**src/pnguf_pkg.sv**
```systemverilog
// Shared types and constants for the PNG scanline unfilter.
`default_nettype none

package pnguf_pkg;

	// Default sizes of the line buffer and of the left-neighbor history
	localparam int unsigned MAX_ROW_BYTES_DEF = 8192;
	localparam int unsigned MAX_BPP_DEF       = 8;

	// Configuration register widths
	localparam int unsigned BPP_W        = 4;
	localparam int unsigned ROW_BYTES_W  = 14;
	localparam int unsigned IMAGE_ROWS_W = 16;
	localparam int unsigned CFG_IDX_W    = 2;
	localparam int unsigned CFG_DATA_W   = 16;

	// Entries in the queue between front and back
	localparam int unsigned QUEUE_DEPTH = 2;

	// Configuration register indexes
	typedef enum logic [CFG_IDX_W-1:0] {
		CFG_BPP        = 2'd0,
		CFG_ROW_BYTES  = 2'd1,
		CFG_IMAGE_ROWS = 2'd2
	} cfg_reg_t;

	// Predictor chosen for a row; unknown filter codes map to none
	typedef enum logic [2:0] {
		FILT_NONE,
		FILT_SUB,
		FILT_UP,
		FILT_AVG,
		FILT_PAETH
	} filt_t;

	// Classified data byte handed from front to back
	typedef struct packed {
		logic [7:0] data;
		filt_t      filt;
		logic       has_left;
		logic       first_row;
		logic       row_end;
		logic       image_end;
	} item_ctrl_t;

endpackage

`default_nettype wire

```
**src/pnguf_fifo.sv**
```systemverilog
// Short request queue between the front end and the reconstruction back end.
`default_nettype none

module pnguf_fifo #(
	parameter int unsigned WIDTH = 8,
	parameter int unsigned DEPTH = pnguf_pkg::QUEUE_DEPTH
) (
	input  wire logic             clk,
	input  wire logic             arst_n,
	input  wire logic             push,
	input  wire logic [WIDTH-1:0] wdata,
	output logic                  full,
	input  wire logic             pop,
	output logic                  rvalid,
	output logic [WIDTH-1:0]      rdata
);
	import pnguf_pkg::*;

	localparam int unsigned PTR_W = (DEPTH > 1) ? $clog2(DEPTH) : 1;
	localparam int unsigned CNT_W = $clog2(DEPTH + 1);

	logic [WIDTH-1:0] mem_q [DEPTH];
	logic [PTR_W-1:0] wr_ptr_q;
	logic [PTR_W-1:0] rd_ptr_q;
	logic [CNT_W-1:0] count_q;

	assign full   = (count_q == CNT_W'(DEPTH));
	assign rvalid = (count_q != '0);
	assign rdata  = mem_q[rd_ptr_q];

	// Storage
	always_ff @(posedge clk) begin
		if (push)
			mem_q[wr_ptr_q] <= wdata;
	end

	// Pointers and fill level
	always_ff @(posedge clk or negedge arst_n) begin
		if (!arst_n) begin
			wr_ptr_q <= '0;
			rd_ptr_q <= '0;
			count_q  <= '0;
		end else begin
			if (push)
				wr_ptr_q <= (wr_ptr_q == PTR_W'(DEPTH - 1)) ? '0 : wr_ptr_q + 1'b1;
			if (pop)
				rd_ptr_q <= (rd_ptr_q == PTR_W'(DEPTH - 1)) ? '0 : rd_ptr_q + 1'b1;
			if (push && !pop)
				count_q <= count_q + 1'b1;
			else if (pop && !push)
				count_q <= count_q - 1'b1;
		end
	end

	// Never written while full, never read while empty
	a_no_overflow: assert property (@(posedge clk) disable iff (!arst_n)
		!(push && full) && !(pop && !rvalid))
		else $error("fifo: overflow or underflow");

endmodule

`default_nettype wire

```
**config.mk**
```make
export PLATFORM = sky130hd
export DESIGN_NAME = pnguf_fifo
export DESIGN_NICKNAME = d
export VERILOG_FILES = /design/src/pnguf_pkg.sv /design/src/pnguf_fifo.sv
export SDC_FILE = /design/constraint.sdc
export NUM_CORES = 1
export LEC_CHECK = 0
export ABC_AREA = 1
export BUFFER_PORTS_ARGS = -buffer_cell sky130_fd_sc_hd__buf_4
export CORE_MARGIN = 2
export CORE_UTILIZATION = 35
export CTS_CLUSTER_DIAMETER = 40
export DETAILED_ROUTE_END_ITERATION = 7
export PLACE_DENSITY = 0.68
export SLEW_MARGIN = 25
export SYNTH_ARGS = -nofsm -noshare
export SYNTH_HDL_FRONTEND = slang
export SYNTH_SLANG_ARGS = --single-unit
```
**constraint.sdc**
```tcl
create_clock -name clk -period 1.58 [get_ports clk]
set_input_delay 0.158 -clock clk [delete_from_list [all_inputs] [get_ports clk]]
set_output_delay 0.158 -clock clk [all_outputs]
set_load 0.02 [all_outputs]
```
==> implementation parameters <==
Parameter                              Value

CTS
  Clock tree root driver cell ... clkbuf_4
  Number of levels in the clock H-tree ... 1
  Number of buffers on the longest clock path ... 2
  Clock latency at the later pin of the worst-skew pair ... 300 ps
  Register clock-pin slew on the reported worst setup and hold paths ... 110 ps
  Total number of clock tree sinks ... 20
  Cts bufs inserted ... 3
  Clock tree from TritonCTS ... built

Layout
  Fraction of layout instances using a drive strength above 1 ... 46.1%
  Final cell area excluding filler cells ... 0.00107 sq mm
  Ant diodes ... 0
  Area of the multi-input gates ... 200 sq um
  Filler Cell Count ... 210
  Area added between synthesis and finish ... 30.9%
  Storage element area ... 582 sq um
  NumNets Final ... 90

Floorplan
  Core Box Area ... 0.00221 sq mm
  Number of placement rows ... 17
  Starting density of the core ... 37.0%
  Die X-Extent ... 52.4 microns
  DIE AREA ... 0.00274 sq mm
  Die Ht ... 52.4 microns
  Number of top-level pins ... 22

Yosys
  Number of distinct library cell variants in the gate-level netlist after synthesis ... 12
  Count of flip-flops with a built-in enable after synthesis ... 16
  Top-area cell type share of the netlist area ... 58.7%
  Register area share after synthesis ... 70.9%
  Leading cell types by total area after synthesis ... edfxtp_1 (59%), mux2_4 (15%), dfrtp_1 (12%)
  Leading cell types by count after synthesis ... edfxtp_1 (16), mux2_4 (8), inv_1 (7)
  Main flop type after synthesis ... edfxtp_1
  Count of state elements after synthesis ... 20
  Cell area after synthesis ... 818 sq um
  Average size of a mapped cell ... 16.4 sq um
  Async set or reset register ratio after synthesis ... 20.0%
  Number of instances in the synthesized netlist ... 50
  Total of warnings raised by yosys ... 0
  Cell type with the highest aggregate area in the netlist ... edfxtp_1
  Most used standard cell by instance count after synthesis ... edfxtp_1
  Number of nets produced by synthesis ... 63

Global route
  Via count of the first global-routing pass ... 467
  Gr usage total ... 9.56%
  Final global-route overflow total ... 0
  Maximum number of pins on one net before global-route repair ... 13
  Number of antenna violations at the first check in global routing ... 0
  Wire length of the first global-routing pass ... 1870 microns

Detailed routing
  Total wirelength of the detailed-routed design ... 1180 microns
  ANT nets after route ... 0
  Vias post-DR ... 460
  Iteration-0 DRC count of the detailed router ... 1
  Count of TritonRoute iterations in the first routing pass ... 2
  Vias per inst ... 4.42
  Post-route DRC ... 0
  Average detailed-routed wire length per instance ... 11.3 microns

STA
  Worst Slack Setup Final ... 79.0 ps
  Number of max-slew violations in the final report ... 0
  Fin Clk Skew ... 5.77 ps
  Final-report hold violation count ... 0
  Endpoints failing setup ... 0
  Unrepaired setup endpoints after global routing ... false
  Sum of negative setup slack ... 0 ps
  Worst hold-check slack ... 24.0 ps
  Slew margin rel. ... 79.0%
  Period minus WS final ... 1500 ps
  Measured slew at the worst slew-check pin ... 315 ps
  Upper clock frequency limit ... 666 MHz
  Final critical-path share of the clock period ... 95.0%

Placement
  Count of input and output buffers ... 21
  Sum of net half-perimeters after detailed placement ... 884 microns
  GPL Wtd Cong ... 0.554
  DP Area ... 0.00101 sq mm
  DP Worst Slack ... 262 ps

Flow run
  Number of max-cap violations ... 0

Critical path
  Maximum fanout count along the critical path ... 9
  Arrival time of data at the critical path endpoint ... 1340 ps
  CP Class ... register to output port
  CP required ... 1420 ps
  CP Capture Type ... output port
  Startpoint type of the worst setup path ... register

Power
  Leakage power of the design ... 0.478 nW
  P per Cell Area ... 1780 mW/mm^2
  Worst VDD drop ... 0.764 mV
  Total Power ... 1.91 mW

Run status
  Run status ... finished clean

Hold path
  Hold WC Path Type ... input pin to register
==> where the power goes <==
group          switching (mW)  total (mW)  internal [mW]
Sequential              0.112       0.829          0.717
Combinational           0.314       0.671          0.357
Clock                   0.150       0.407          0.256
==> logic make-up (layout without fill, tap and decap cells) <==
group | after synthesis | count (layout) | synth area share [%]
buf+inv | 8 | 34 | 4.59
flops | 20 | 20 | 70.9
xor+xnor | 3 | 3 | 3.21
simple gates | 10 | 10 | 5.05
mux | 8 | 8 | 14.7
fa+ha+maj | 1 | 1 | 1.53
==> worst max-delay path, stage by stage, from the launching register on <==
cell     delay, ps
dfrtp_2        560
mux2_4         330
buf_4          160
==> flip-flops by register name, summed over array words and instances, names as in the netlist <==
register  flops
wr_ptr_q      1
mem_q        16
rd_ptr_q      1
count_q       2
==> routing by layer <==
layer | up-vias | track usage, % | part of all wire (%) | wire length [microns]
met1 | 217 | 11.8 | 44 | 520
met3 | 2 | 2.57 | 7.2 | 85
met5 | - | 0 | 0 | 0
met4 | 0 | 3.85 | 1.6 | 19
li1 | 222 | - | - | -
met2 | 19 | 15.8 | 47 | 552
==> layout by cell type (no fill, tap or decap) <==
| master | n |
|---|---|
| nor2_1 | 2 |
| ha_1 | 1 |
| nand2_1 | 6 |
| dlygate4sd3_1 | 1 |
| mux2_4 | 8 |
| dfrtp_1 | 3 |
| buf_4 | 22 |
| xor2_1 | 2 |
| inv_1 | 7 |
| edfxtp_1 | 16 |
| nand4_1 | 1 |
| xnor2_1 | 1 |
| clkbuf_4 | 3 |
| bufinv_16 | 1 |
| dfrtp_2 | 1 |
| nand3_1 | 1 |
==> metrics by stage <==
step                instances  util (%)
floorplan                  50         -
global placement           99      45.5
detailed placement         99      45.5
CTS                       104      48.4
global route              104      48.4
finish                    104      48.4
==> worst paths after layout <==
check / start / endpoint / slack [ps] / cells past startpoint
max in group asynchronous: arst_n / rd_ptr_q / 1300 / 2
setup reg to reg: wr_ptr_q / mem_q[1][4] / 570 / 2
setup / recovery: rd_ptr_q / rdata[1] / 80 / 2
hold reg to reg: count_q[1] / count_q[1] / 490 / 2
hold / removal: pop / rd_ptr_q / 20 / 2
min in group asynchronous: arst_n / count_q[0] / 170 / 2
==> layout make-up <==
cell class	instances	share of cell area [%]
well taps	28	3.27
flip-flops and latches	20	54.3
repair buffers	23	16.4
clock inverters	1	2.80
clock buffers	3	2.10
inverters	7	2.45
multi-input cells	22	18.7
==> what timing repair did <==
| action | CTS | global route |
|---|---|---|
| setup buffers | 0 | 0 |
| hold buffers | 1 | 0 |
| gates resized for setup | 1 | 0 |
| endpoints found under the hold margin | 4 | 0 |
| setup endpoints to repair | 8 | 0 |
Note: power is estimated with default switching activity, not from simulation.
