`config.mk`:
```
export PLATFORM = sky130hd
export DESIGN_NAME = pnguf_front
export DESIGN_NICKNAME = d
export VERILOG_FILES = /design/src/pnguf_pkg.sv /design/src/pnguf_front.sv
export SDC_FILE = /design/constraint.sdc
export NUM_CORES = 1
export LEC_CHECK = 0
export ABC_AREA = 0
export BUFFER_PORTS_ARGS = -buffer_cell sky130_fd_sc_hd__clkbuf_2
export CAP_MARGIN = 5
export CORE_UTILIZATION = 60
export CTS_BUF_LIST = sky130_fd_sc_hd__clkbuf_16
export DETAILED_ROUTE_END_ITERATION = 8
export HOLD_SLACK_MARGIN = 0.15
export PLACE_DENSITY = 0.85
export SLEW_MARGIN = 20
export SYNTH_ARGS = -nofsm -noshare
export SYNTH_HDL_FRONTEND = slang
export SYNTH_SLANG_ARGS = --single-unit
```
`constraint.sdc`:
```
create_clock -name clk -period 11.85 [get_ports clk]
set_input_delay 2.37 -clock clk [delete_from_list [all_inputs] [get_ports clk]]
set_output_delay 2.37 -clock clk [all_outputs]
set_load 0.02 [all_outputs]
```
`src/pnguf_pkg.sv`:
```
// Shared types and constants for the PNG scanline unfilter.
`default_nettype none

package pnguf_pkg;

	// Default sizes of the line buffer and of the left-neighbor history
	localparam int unsigned MAX_ROW_BYTES_DEF = 8192;
	localparam int unsigned MAX_BPP_DEF       = 8;

	// Configuration register widths
	localparam int unsigned BPP_W        = 4;
	localparam int unsigned ROW_BYTES_W  = 14;
	localparam int unsigned IMAGE_ROWS_W = 16;
	localparam int unsigned CFG_IDX_W    = 2;
	localparam int unsigned CFG_DATA_W   = 16;

	// Entries in the queue between front and back
	localparam int unsigned QUEUE_DEPTH = 2;

	// Configuration register indexes
	typedef enum logic [CFG_IDX_W-1:0] {
		CFG_BPP        = 2'd0,
		CFG_ROW_BYTES  = 2'd1,
		CFG_IMAGE_ROWS = 2'd2
	} cfg_reg_t;

	// Predictor chosen for a row; unknown filter codes map to none
	typedef enum logic [2:0] {
		FILT_NONE,
		FILT_SUB,
		FILT_UP,
		FILT_AVG,
		FILT_PAETH
	} filt_t;

	// Classified data byte handed from front to back
	typedef struct packed {
		logic [7:0] data;
		filt_t      filt;
		logic       has_left;
		logic       first_row;
		logic       row_end;
		logic       image_end;
	} item_ctrl_t;

endpackage

`default_nettype wire

```
`src/pnguf_front.sv`:
```
// Front end: takes stream bytes, tracks row position and classifies data bytes.
`default_nettype none

module pnguf_front #(
	parameter int unsigned MAX_ROW_BYTES = pnguf_pkg::MAX_ROW_BYTES_DEF,
	parameter int unsigned MAX_BPP       = pnguf_pkg::MAX_BPP_DEF,
	localparam int unsigned IDX_W  = $clog2(MAX_ROW_BYTES),
	localparam int unsigned SLOT_W = (MAX_BPP > 1) ? $clog2(MAX_BPP) : 1
) (
	input  wire logic                                 clk,
	input  wire logic                                 arst_n,
	input  wire logic                                 in_valid,
	output logic                                      in_ready,
	input  wire logic [7:0]                           filtered_byte,
	input  wire logic [pnguf_pkg::BPP_W-1:0]          bytes_per_pixel,
	input  wire logic [pnguf_pkg::ROW_BYTES_W-1:0]    row_bytes,
	input  wire logic [pnguf_pkg::IMAGE_ROWS_W-1:0]   image_rows,
	input  wire logic                                 q_full,
	output logic                                      push,
	output pnguf_pkg::item_ctrl_t                     ctrl,
	output logic [IDX_W-1:0]                          idx,
	output logic [SLOT_W-1:0]                         slot
);
	import pnguf_pkg::*;

	localparam int unsigned CMP_W = (IDX_W + 1 > ROW_BYTES_W) ? IDX_W + 1 : ROW_BYTES_W;
	localparam int unsigned HL_W  = (IDX_W > BPP_W) ? IDX_W : BPP_W;

	// PNG filter type codes
	localparam logic [7:0] PNG_SUB   = 8'd1;
	localparam logic [7:0] PNG_UP    = 8'd2;
	localparam logic [7:0] PNG_AVG   = 8'd3;
	localparam logic [7:0] PNG_PAETH = 8'd4;

	logic                    expect_filter_q;
	logic [IDX_W-1:0]        col_q;
	logic [IMAGE_ROWS_W-1:0] row_q;
	filt_t                   filt_q;
	logic [SLOT_W-1:0]       mod_q [MAX_BPP];

	logic                    accept;
	filt_t                   filt_in;
	logic [BPP_W-1:0]        bpp_eff;
	logic [SLOT_W-1:0]       bpp_sel;
	logic [ROW_BYTES_W-1:0]  rb_nz;
	logic [IDX_W:0]          idx_inc;
	logic                    rend;
	logic [IMAGE_ROWS_W:0]   row_inc;
	logic [IMAGE_ROWS_W-1:0] rows_nz;
	logic                    img_done;

	// Handshake: filter bytes need no queue space
	assign in_ready = expect_filter_q || !q_full;
	assign accept   = in_valid && in_ready;
	assign push     = accept && !expect_filter_q;

	// Filter code classification
	always_comb begin
		case (filtered_byte)
			PNG_SUB:   filt_in = FILT_SUB;
			PNG_UP:    filt_in = FILT_UP;
			PNG_AVG:   filt_in = FILT_AVG;
			PNG_PAETH: filt_in = FILT_PAETH;
			default:   filt_in = FILT_NONE;
		endcase
	end

	// Effective pixel stride, clamped to 1..MAX_BPP
	always_comb begin
		if (bytes_per_pixel == '0)
			bpp_eff = BPP_W'(1);
		else if (bytes_per_pixel > BPP_W'(MAX_BPP))
			bpp_eff = BPP_W'(MAX_BPP);
		else
			bpp_eff = bytes_per_pixel;
	end
	assign bpp_sel = SLOT_W'(bpp_eff - BPP_W'(1));

	// Position in the pixel: one column counter per possible stride
	assign slot = mod_q[bpp_sel];

	// Row end: position reaches row length (zero counts as one) or the buffer size
	assign rb_nz   = (row_bytes == '0) ? ROW_BYTES_W'(1) : row_bytes;
	assign idx_inc = {1'b0, col_q} + 1'b1;
	assign rend    = (CMP_W'(idx_inc) >= CMP_W'(rb_nz)) || (col_q == IDX_W'(MAX_ROW_BYTES - 1));

	// Image end on the last row
	assign rows_nz  = (image_rows == '0) ? IMAGE_ROWS_W'(1) : image_rows;
	assign row_inc  = {1'b0, row_q} + 1'b1;
	assign img_done = row_inc >= {1'b0, rows_nz};

	// Classified item
	assign idx            = col_q;
	assign ctrl.data      = filtered_byte;
	assign ctrl.filt      = filt_q;
	assign ctrl.has_left  = HL_W'(col_q) >= HL_W'(bpp_eff);
	assign ctrl.first_row = (row_q == '0);
	assign ctrl.row_end   = rend;
	assign ctrl.image_end = rend && img_done;

	// Row and column tracking
	always_ff @(posedge clk or negedge arst_n) begin
		if (!arst_n) begin
			expect_filter_q <= 1'b1;
			col_q           <= '0;
			row_q           <= '0;
			filt_q          <= FILT_NONE;
			for (int k = 0; k < MAX_BPP; k++)
				mod_q[k] <= '0;
		end else if (accept) begin
			if (expect_filter_q) begin
				filt_q          <= filt_in;
				expect_filter_q <= 1'b0;
			end else if (rend) begin
				expect_filter_q <= 1'b1;
				col_q           <= '0;
				row_q           <= img_done ? '0 : row_inc[IMAGE_ROWS_W-1:0];
				for (int k = 0; k < MAX_BPP; k++)
					mod_q[k] <= '0;
			end else begin
				col_q <= idx_inc[IDX_W-1:0];
				for (int k = 0; k < MAX_BPP; k++)
					mod_q[k] <= (mod_q[k] == SLOT_W'(k)) ? '0 : mod_q[k] + 1'b1;
			end
		end
	end

	// A row end sends the next byte to the filter slot
	a_rend_filter: assert property (@(posedge clk) disable iff (!arst_n)
		push && ctrl.row_end |=> expect_filter_q)
		else $error("front: row end did not arm filter byte");

	// An image end restarts the row count
	a_iend_rows: assert property (@(posedge clk) disable iff (!arst_n)
		push && ctrl.image_end |=> row_q == '0)
		else $error("front: image end did not restart rows");

endmodule

`default_nettype wire

```
==> results of run 1 <==
==> final cells by class <==
type / count / area [um2] / share of cell area [%]
multi-input cells: 350 / 2566 / 51.55
flip-flops and latches: 57 / 1428 / 28.68
repair buffers: 82 / 420.4 / 8.444
clock buffers: 9 / 225.2 / 4.524
inverters: 51 / 191.4 / 3.845
well taps: 96 / 120.1 / 2.413
clock inverters: 6 / 27.53 / 0.5529
==> power groups by stage <==
stage / registers, uW / logic [uW] / clock network, uW
finish: 301 / 226 / 220
global route: 308 / 255 / 231
global placement: 297 / 212 / 0
detailed placement: 300 / 223 / 0
floorplan: 289 / 159 / 0
CTS: 300 / 227 / 222
==> metrics by stage <==
step / util, % / setup slack (ns) / hold slack [ns]
final: 72.08 / 4.692 / 0.4933
after global routing: 72.08 / 4.526 / 0.5336
after CTS: 72.08 / 4.712 / 0.4965
after detailed placement: 68.42 / 4.720 / 0.4842
after global placement: 68.42 / 4.779 / 0.4828
after floorplan: - / 5.051 / 0.4621
==> Yosys cell counts, drive strengths merged (3+ instances only) <==
cell type | instances | area [um2]
nor4 | 11 | 68.82
a21oi | 17 | 85.08
nand2 | 60 | 225.2
and4 | 4 | 35.03
mux4 | 6 | 135.1
clkbuf | 13 | 48.80
or2 | 3 | 18.77
xnor2 | 13 | 113.9
nor3 | 12 | 82.58
a41o | 3 | 30.03
inv | 51 | 191.4
and3 | 3 | 18.77
buf | 15 | 110.1
nor2 | 21 | 78.83
nor2b | 3 | 18.77
o31ai | 4 | 30.03
ha | 45 | 563.0
mux2 | 3 | 33.78
o21ai | 36 | 183.9
dfrtp | 56 | 1401
nand3 | 16 | 80.08
a22o | 14 | 122.6
xor2 | 10 | 87.58
nand4 | 14 | 100.1
and2 | 3 | 21.27
o221ai | 4 | 53.80
a21o | 11 | 82.58
a32o | 4 | 40.04
nand2b | 6 | 37.54
o211ai | 4 | 30.03
or3 | 3 | 23.77
==> worst paths after layout <==
check                                              to                   from  cells after the start
worst max-delay path                          ctrl[1]           row_bytes[9]                     14
worst min-delay path            filt_q[2]$_DFFE_PN0P_  filt_q[2]$_DFFE_PN0P_                      1
worst max register to register   row_q[5]$_DFFE_PN0P_   row_q[0]$_DFFE_PN0P_                     14
worst min register to register  filt_q[2]$_DFFE_PN0P_  filt_q[2]$_DFFE_PN0P_                      1
max in group asynchronous          idx[6]$_DFFE_PN0P_                 arst_n                      2
min in group asynchronous       mod_q[10]$_DFFE_PN0P_                 arst_n                      2
==> worst register-to-register path: cells and delay by family (launching register included) <==
kind	cells	cell delay, ns
compound gates	5	1.07
simple gates	6	1.77
fa+ha+maj	2	0.57
flops	1	0.47
xor+xnor	1	0.22
==> state kept, by name, indices dropped and copies added, names as in the netlist <==
name             count
mod_q               24
row_q               16
idx                 13
filt_q               3
expect_filter_q      1
==> metal layers <==
layer  vias to the layer above  wire [um]  track usage, %
met1                      1828       4354           37.08
met2                       172       5074           49.89
li1                       1869          -               -
met3                        20        689           4.360
met5                         -          0               0
met4                         0        159           9.240
==> kinds of logic (layout without fill, tap and decap cells) <==
| kind of cell | after synthesis | count (layout) | synth area share [%] |
|---|---|---|---|
| buffers and inverters | 79 | 148 | 8.064 |
| AND/OR/NAND/NOR | 164 | 164 | 19.56 |
| AO/OA/AOI/OAI | 107 | 107 | 17.57 |
| XOR/XNOR | 23 | 23 | 4.637 |
| adder cells (fa/ha/maj) | 45 | 45 | 12.96 |
| multiplexers | 11 | 11 | 4.349 |
| flip-flops | 57 | 57 | 32.86 |
==> flow_summary.toml, run 1 <==
[synth]
syn_area_per_cell_um2 = 8.939
syn_area_mm2 = 0.004344
ys.warnings.count = 0
seq_area_frac_synth_pct = 32.86
synth_ff_type = "dfrtp_1"
synth_nets = 577
ys_types = 55
async_flop_share_pct = 100.0
synth-seq-cells = 57
synth-edff-count = 0
synthCells = 486

[finish]
layout_commonest_cell = "clkbuf_2"
drive_above_1_share_pct = 22.16
n_antenna_cell = 0
syn_to_final_growth_pct = 14.60
final_area_mm2 = 0.004979
final_cell_mix = "clkbuf_2 (78), nand2_1 (60), dfrtp_1 (56)"
fillers = 535
stdcell_count = 651
fin_nets = 642

[sta]
setup_viol = 0
maxSlewViolCount = 0
finalSetupTns_ns = 0
grt_setup_unrepaired = "false"
min_period_over_period_pct = 60.40
hold_viol_final = 0
slew_headroom_pct = 40.72
finClkSkew_ns = 0.005089
tightestPinTransition_ns = 0.8860
fmax_mhz = 139.7
period_minus_slack_ns = 7.158

[cts]
tritoncts = "yes"
cts_hold_buf = 0
cts_buffers = 9
cts.sinks = 57
cts_max_level = 3
clk_latency_ns = 0.32
cts-resized-gates = 0
cts-root-buf = "clkbuf_16"
clockBufferDepth = 2
clkTransAtPathRegs_ns = 0.05
post_cts_buffers = 0

[placed_design]
routabilityCongestion = 0.8963
dp_hpwl_mm = 7.372
dpl.cell_count = 636
portBuffers = 78
place_area_mm2 = 0.004726

[floorplanning]
core_area_mm2 = 0.006907
fp.dieH_um = 87.09
ioPinCount = 79
initial_core_util_pct = 62.90
fp.dieW_um = 87.09
dieArea_mm2 = 0.007585
rows = 30

[pwr]
seqPwrFrac_pct = 40.3
power.internal_uw = 479.4
p_comb_share_pct = 30.3
clkPwrFrac_pct = 29.4
swShare_pct = 35.82
powerDensity_mw_per_mm2 = 150.0
leakage_uw = 0.002585
p_sw_uw = 267.5
max-vdd-ir-drop_mv = 0.1132
finalPower_uw = 746.9

[worst_setup_path]
r2r_slack_ns = 7.66
worstPathArrival_ns = 4.79
cp_slowest_cell = "and2_4"
max_stage_delay_ns = 0.32
cp-end-kind = "output port"
cp-start-kind = "input pin"
cp_top_family = "compound AO/OA/AOI/OAI gates"
required_ns = 9.48
critPathBufInv = 5
worstSetupPathType = "input pin to output port"
path_cells = "clkbuf_2, inv_1, nand4_1, nor4_1, a41o_1, ha_1, nand2b_1, a21oi_1, o221ai_1, a41oi_2, and2_4, inv_1, buf_4, clkbuf_2"
crit_fanout = 21

[route]
routed_wl_mm = 10.28
drt_pre_antenna_iters = 5
drt_iter0_markers = 307
postRouteAntennaNets = 0
drc = 0
viasPerCell = 5.974
wire_per_inst_um = 15.79
vias = 3889

[grt]
track_usage_pct = 28.78
grt_antenna_before_repair = 0
overflow = 0
grt_pass1_wl_mm = 17.07
first_global_vias = 3699
grt_max_degree = 58

[worst_hold_path]
hp-class = "flop to flop"

[flow_run]
maxCapViolations = 0

[run_status]
outcome = "complete, no violations"
No activity file was read; power rests on OpenSTA's default activity.
==> run 2: changes to the inputs <==
--- a/config.mk
+++ b/config.mk
@@ -5,14 +5,14 @@
 export SDC_FILE = /design/constraint.sdc
 export NUM_CORES = 1
 export LEC_CHECK = 0
-export ABC_AREA = 0
+export ABC_AREA = 1
 export BUFFER_PORTS_ARGS = -buffer_cell sky130_fd_sc_hd__clkbuf_2
 export CAP_MARGIN = 5
-export CORE_UTILIZATION = 60
+export CORE_UTILIZATION = 58
 export CTS_BUF_LIST = sky130_fd_sc_hd__clkbuf_16
 export DETAILED_ROUTE_END_ITERATION = 8
 export HOLD_SLACK_MARGIN = 0.15
-export PLACE_DENSITY = 0.85
+export PLACE_DENSITY = 0.82
 export SLEW_MARGIN = 20
 export SYNTH_ARGS = -nofsm -noshare
 export SYNTH_HDL_FRONTEND = slang
==> constraint.sdc (replaced) <==
create_clock -name clk -period 7.4 [get_ports clk]
set_input_delay 1.48 -clock clk [delete_from_list [all_inputs] [get_ports clk]]
set_output_delay 1.48 -clock clk [all_outputs]
set_load 0.02 [all_outputs]
==> run 2 against run 1 <==
Net effect: sequential cell count is the same; cell count grew 26%; clock power grew 97%; clock-buffer cell count is the same; critical endpoint is now slot[2]; critical path depth shrank 2; global-route usage shrank 0.31 points; setup slack lost 2.5 ns.
==> flow_summary.toml, run 2 <==
[synth]
synth-seq-cells = 57
synthCells = 648
synthTopCellsByCount = "nand2_1 (191), inv_1 (97), dfrtp_1 (56)"
ys_types = 42
synth_top_family_by_area = "simple AND/OR/NAND/NOR gates"
synthTopCellsByArea = "dfrtp_1 (30%), nand2_1 (15%), ha_1 (12%)"
synthAdderAreaFrac_pct = 12.11
async_flop_share_pct = 100.0
synth_nets = 739
syn_area_mm2 = 0.004651
synth_ff_type = "dfrtp_1"
synth_compound_area_share_pct = 11.16
yosysTopAreaCell = "dfrtp_1"
syn_area_per_cell_um2 = 7.177
seq_area_frac_synth_pct = 30.70
synth.top_cell.area_share_pct = 30.13
synth-edff-count = 0
synth_most_common_cell = "nand2_1"
ys.warnings.count = 0
synth_mux_area_share_pct = 0
synth-simple-area-share_pct = 30.00
synthXorXnorAreaFrac_pct = 4.896

[sta]
finClkSkew_ns = 0.01036
grt_setup_unrepaired = "false"
finalSetupTns_ns = 0
fin_ws_ns = 2.196
maxSlewViolCount = 0
setup_viol = 0
tightestPinTransition_ns = 0.8463
slew_headroom_pct = 43.51
hold_viol_final = 0
period_minus_slack_ns = 5.204
min_period_over_period_pct = 70.32
fmax_mhz = 192.2

[pwr]
swShare_pct = 37.12
p_comb_share_pct = 32.7
finalPower_uw = 1345
max-vdd-ir-drop_mv = 0.1217
p_sw_uw = 499.5
powerDensity_mw_per_mm2 = 251.6
seqPwrFrac_pct = 35.1
leakage_uw = 0.002933
clkPwrFrac_pct = 32.2
power.internal_uw = 846.0

[route]
drc = 0
viasPerCell = 5.401
drt_pre_antenna_iters = 5
vias = 4445
drt_iter0_markers = 280
postRouteAntennaNets = 0
routed_wl_mm = 11.03
wire_per_inst_um = 13.40

[worst_setup_path]
worstSetupPathType = "input pin to output port"
crit_fanout = 20
path_cells = "clkbuf_2, inv_1, nand2_1, nand2_1, inv_1, ha_1, inv_1, o21ai_0, a21oi_1, a211oi_1, nor2_1, clkbuf_2"
required_ns = 5.92
cp_slowest_cell = "nand2_1"
max_stage_delay_ns = 0.45
cp_common_cell = "inv_1"
worstPathArrival_ns = 3.72
startpoint = "bytes_per_pixel[3]"
cp-end-kind = "output port"
cp_top_family = "buffers and inverters"
cp-start-kind = "input pin"
rr_startpoint = "idx[2]$_DFFE_PN0P_"
critPathBufInv = 5

[cts]
clk_latency_ns = 0.33
cts_max_level = 3
clkTransAtPathRegs_ns = 0.05
cts-root-buf = "clkbuf_16"
post_cts_buffers = 0
cts_buffers = 9
cts_hold_buf = 0
clockBufferDepth = 2
cts.sinks = 57
tritoncts = "yes"
cts-resized-gates = 0

[finish]
fin_util_pct = 69.20
largest_reg_flops = 24
layout_commonest_cell = "nand2_1"
fillers = 656
final_area_mm2 = 0.005348
syn_to_final_growth_pct = 14.99
multi_input_area_mm2 = 0.002705
final_cell_mix = "nand2_1 (191), inv_1 (97), clkbuf_2 (78)"
fin_nets = 807
drive_above_1_share_pct = 16.50
regMostFlops = "mod_q"
regArea_mm2 = 0.001428
n_antenna_cell = 0

[run_status]
outcome = "complete, no violations"

[grt]
grt_antenna_before_repair = 0
overflow = 0
track_usage_pct = 28.47
grt_max_degree = 58
grt_pass1_wl_mm = 19.19
first_global_vias = 4348

[floorplanning]
dieArea_mm2 = 0.008380
initial_core_util_pct = 60.18
core_area_mm2 = 0.007727
rows = 32
fp.dieH_um = 91.55
ioPinCount = 79
fp.dieW_um = 91.55

[placed_design]
dp_hpwl_mm = 8.289
portBuffers = 78
dpl_worst_slack_ns = 2.232
routabilityCongestion = 0.8789
place_area_mm2 = 0.005037

[flow_run]
maxCapViolations = 0

[worst_hold_path]
hp-class = "flop to flop"
min_from = "mod_q[8]$_DFFE_PN0P_"
-- run 2: final cells by class --
class | instances | share of cell area [%]
Inverter | 97 | 6.809
Tap cell | 102 | 2.387
Clock buffer | 9 | 4.212
Timing Repair Buffer | 81 | 7.721
Multi-Input combinational cell | 470 | 50.58
Sequential cell | 57 | 26.70
Clock inverter | 7 | 1.591
-- run 2: power by group through the flow --
stage                     clock network [uW]  logic, uW  registers [uW]
final                                    434        440             472
after global routing                     450        503             481
after CTS                                436        441             470
after detailed placement                   0        434             474
after global placement                     0        410             468
after floorplan                            0        305             466
-- run 2: metal layers --
| layer | vias to the layer above | GRT usage [%] | wire length (um) |
|---|---|---|---|
| li1 | 2258 | - | - |
| met1 | 2028 | 35.05 | 4722 |
| met2 | 138 | 49.12 | 5534 |
| met3 | 21 | 6.198 | 591 |
| met4 | 0 | 9.524 | 176 |
| met5 | - | 0 | 0 |
-- run 2: worst reg2reg max path, delay by kind of cell (launching register included) --
kind / cells / cell delay, ns
adders and majority gates: 1 / 0.28
buffers and inverters: 2 / 0.38
AOI/OAI and AO/OA: 1 / 0.22
and+or+nand+nor: 11 / 2.17
xor gates and xnor gates: 1 / 0.26
DFF: 1 / 0.50
-- run 2: logic make-up (layout without fill, tap and decap cells) --
kind of cell    Yosys count  after routing
buf+inv                 121            194
compound gates           80             80
flops                    57             57
xor+xnor                 26             26
fa+ha+maj                45             45
simple gates            319            319
-- run 2: path summary, 6_finish.rpt --
kind                       slack [ns]  depth (start not counted)                    end
min                              0.48                          2   mod_q[8]$_DFFE_PN0P_
min reg2reg                      0.48                          2   mod_q[8]$_DFFE_PN0P_
max in group asynchronous        5.61                          2  row_q[14]$_DFFE_PN0P_
min in group asynchronous        1.29                          2     idx[9]$_DFFE_PN0P_
max                              2.20                         12                slot[2]
max reg2reg                      3.53                         16  mod_q[23]$_DFFE_PN0P_
-- run 2: per-stage QoR --
stage                     cells  hold slack [ns]
after detailed placement    807           0.4645
final                       823           0.4771
after CTS                   823           0.4787
after global routing        823           0.4910
after global placement      807           0.4664
after floorplan             648           0.4488
==> run 3: changes to the inputs <==
==> constraint.sdc (replaced) <==
create_clock -name clk -period 4.9 [get_ports clk]
set_input_delay 0.98 -clock clk [delete_from_list [all_inputs] [get_ports clk]]
set_output_delay 0.98 -clock clk [all_outputs]
set_load 0.02 [all_outputs]
==> run 3 against run 2 <==
Net effect: sequential power increased by 51%; die area unchanged; cell count increased by 0.49%; wire length increased by 4.2%; hold slack improved by 0.0043 ns; critical path depth unchanged; clock skew decreased by 0.0045 ns; utilization increased by 0.83 points; clock power increased by 68%; highest routed layer unchanged.
==> flow_summary.toml, run 3 (synthesized netlist as in run 2, its figures left out) <==
[route]
wire_per_inst_um = 13.89
viasPerCell = 5.461
drt_iter0_markers = 280
drc = 0
routed_wl_mm = 11.49
drt_pre_antenna_iters = 6
vias = 4516
postRouteAntennaNets = 0

[placed_design]
dp_hpwl_mm = 8.631
portBuffers = 78
routabilityCongestion = 0.9233
dpl.cell_count = 811
place_area_mm2 = 0.005067

[cts]
clkTransAtPathRegs_ns = 0.05
cts-resized-gates = 0
cts_max_level = 3
cts-root-buf = "clkbuf_16"
post_cts_buffers = 0
tritoncts = "yes"
cts.sinks = 57
clockBufferDepth = 2
clk_latency_ns = 0.33
cts_buffers = 9
cts_hold_buf = 0

[sta]
tightestPinTransition_ns = 0.7225
grt_setup_unrepaired = "false"
finalSetupTns_ns = 0
hold_viol_final = 0
fmax_mhz = 238.0
setup_viol = 0
maxSlewViolCount = 0
period_minus_slack_ns = 4.201
worst_hold_slack_ns = 0.4814
slew_headroom_pct = 51.65
min_period_over_period_pct = 85.73
finClkSkew_ns = 0.005889

[finish]
n_antenna_cell = 0
fin_nets = 811
regMostFlops = "mod_q"
largest_reg_flops = 24
layout_commonest_cell = "nand2_1"
drive_above_1_share_pct = 17.24
stdcell_count = 827
final_cell_mix = "nand2_1 (191), inv_1 (97), clkbuf_2 (78)"
final_area_mm2 = 0.005411
syn_to_final_growth_pct = 16.36

[worst_setup_path]
worstSetupPathType = "input pin to output port"
crit_fanout = 20
cp-start-kind = "input pin"
cp-end-kind = "output port"
worstPathArrival_ns = 3.22
r2r_slack_ns = 1.28
required_ns = 3.92

[grt]
first_global_vias = 4379
overflow = 0
track_usage_pct = 29.66
grt_antenna_before_repair = 0
grt_pass1_wl_mm = 19.84
grt_max_degree = 58

[floorplanning]
fp.dieH_um = 91.55
rows = 32
fp.dieW_um = 91.55
ioPinCount = 79
core_area_mm2 = 0.007727
dieArea_mm2 = 0.008380
initial_core_util_pct = 60.18

[worst_hold_path]
hp-class = "flop to flop"

[pwr]
max-vdd-ir-drop_mv = 0.2146
powerDensity_mw_per_mm2 = 392.3
leakage_uw = 0.002963

[run_status]
outcome = "complete, no violations"

[flow_run]
maxCapViolations = 0
[run 3: cell types whose count changed in the layout (fill, tap and decap cells not counted), sizes merged]
| cell | before | now |
|---|---|---|
| buf | 3 | 7 |
| bufinv | 2 | 3 |
| clkinv | 5 | 3 |
| clkinvlp | 0 | 1 |
[run 3: area by class of cell]
cell class / instances / area, um2
timing repair buffer: 85 / 442.9
tap: 102 / 127.6
clock buffer: 9 / 225.2
sequential: 57 / 1428
fill: 647 / 2316
inverter: 97 / 364.1
clock inverter: 7 / 118.9
multi-input combinational: 470 / 2705
[run 3: critical path, stage by stage]
cell      delay (ns)
clkbuf_2        0.09
inv_1           0.10
nand2_1         0.07
nand2_1         0.46
inv_1           0.26
ha_1            0.45
inv_1           0.18
o211ai_1        0.12
nand2_1         0.09
nor2_1          0.04
a31oi_1         0.19
clkbuf_2        0.20
[run 3: layer usage]
metal  up-vias  share of wire (%)  track usage [%]
li1       2259                  -                -
met2       148                 50            51.94
met5         -                  0                0
met4         0                2.3            11.38
met3        27                4.6            5.109
met1      2082                 43            36.11
[run 3: path summary, 6_finish.rpt]
path	start	end	depth (start not counted)
setup reg to reg	idx[2]$_DFFE_PN0P_	mod_q[23]$_DFFE_PN0P_	16
min in group asynchronous	arst_n	idx[11]$_DFFE_PN0P_	2
setup / recovery	bytes_per_pixel[3]	slot[0]	12
max in group asynchronous	arst_n	row_q[12]$_DFFE_PN0P_	2
hold reg to reg	mod_q[8]$_DFFE_PN0P_	mod_q[8]$_DFFE_PN0P_	2
hold / removal	mod_q[8]$_DFFE_PN0P_	mod_q[8]$_DFFE_PN0P_	2
[run 3: per-stage QoR]
stage,worst slack (ns),utilization (%),total power (uW)
final,0.6991,70.03,2123
after global routing,0.4327,70.03,2259
after floorplan,1.187,-,1164
after detailed placement,0.7624,65.58,1378
after global placement,0.9530,65.58,1338
after CTS,0.6934,70.03,2125
[run 3: power breakdown]
part	switching [uW]	internal (uW)
Combinational	417	264
Clock	232	496
Sequential	136	578
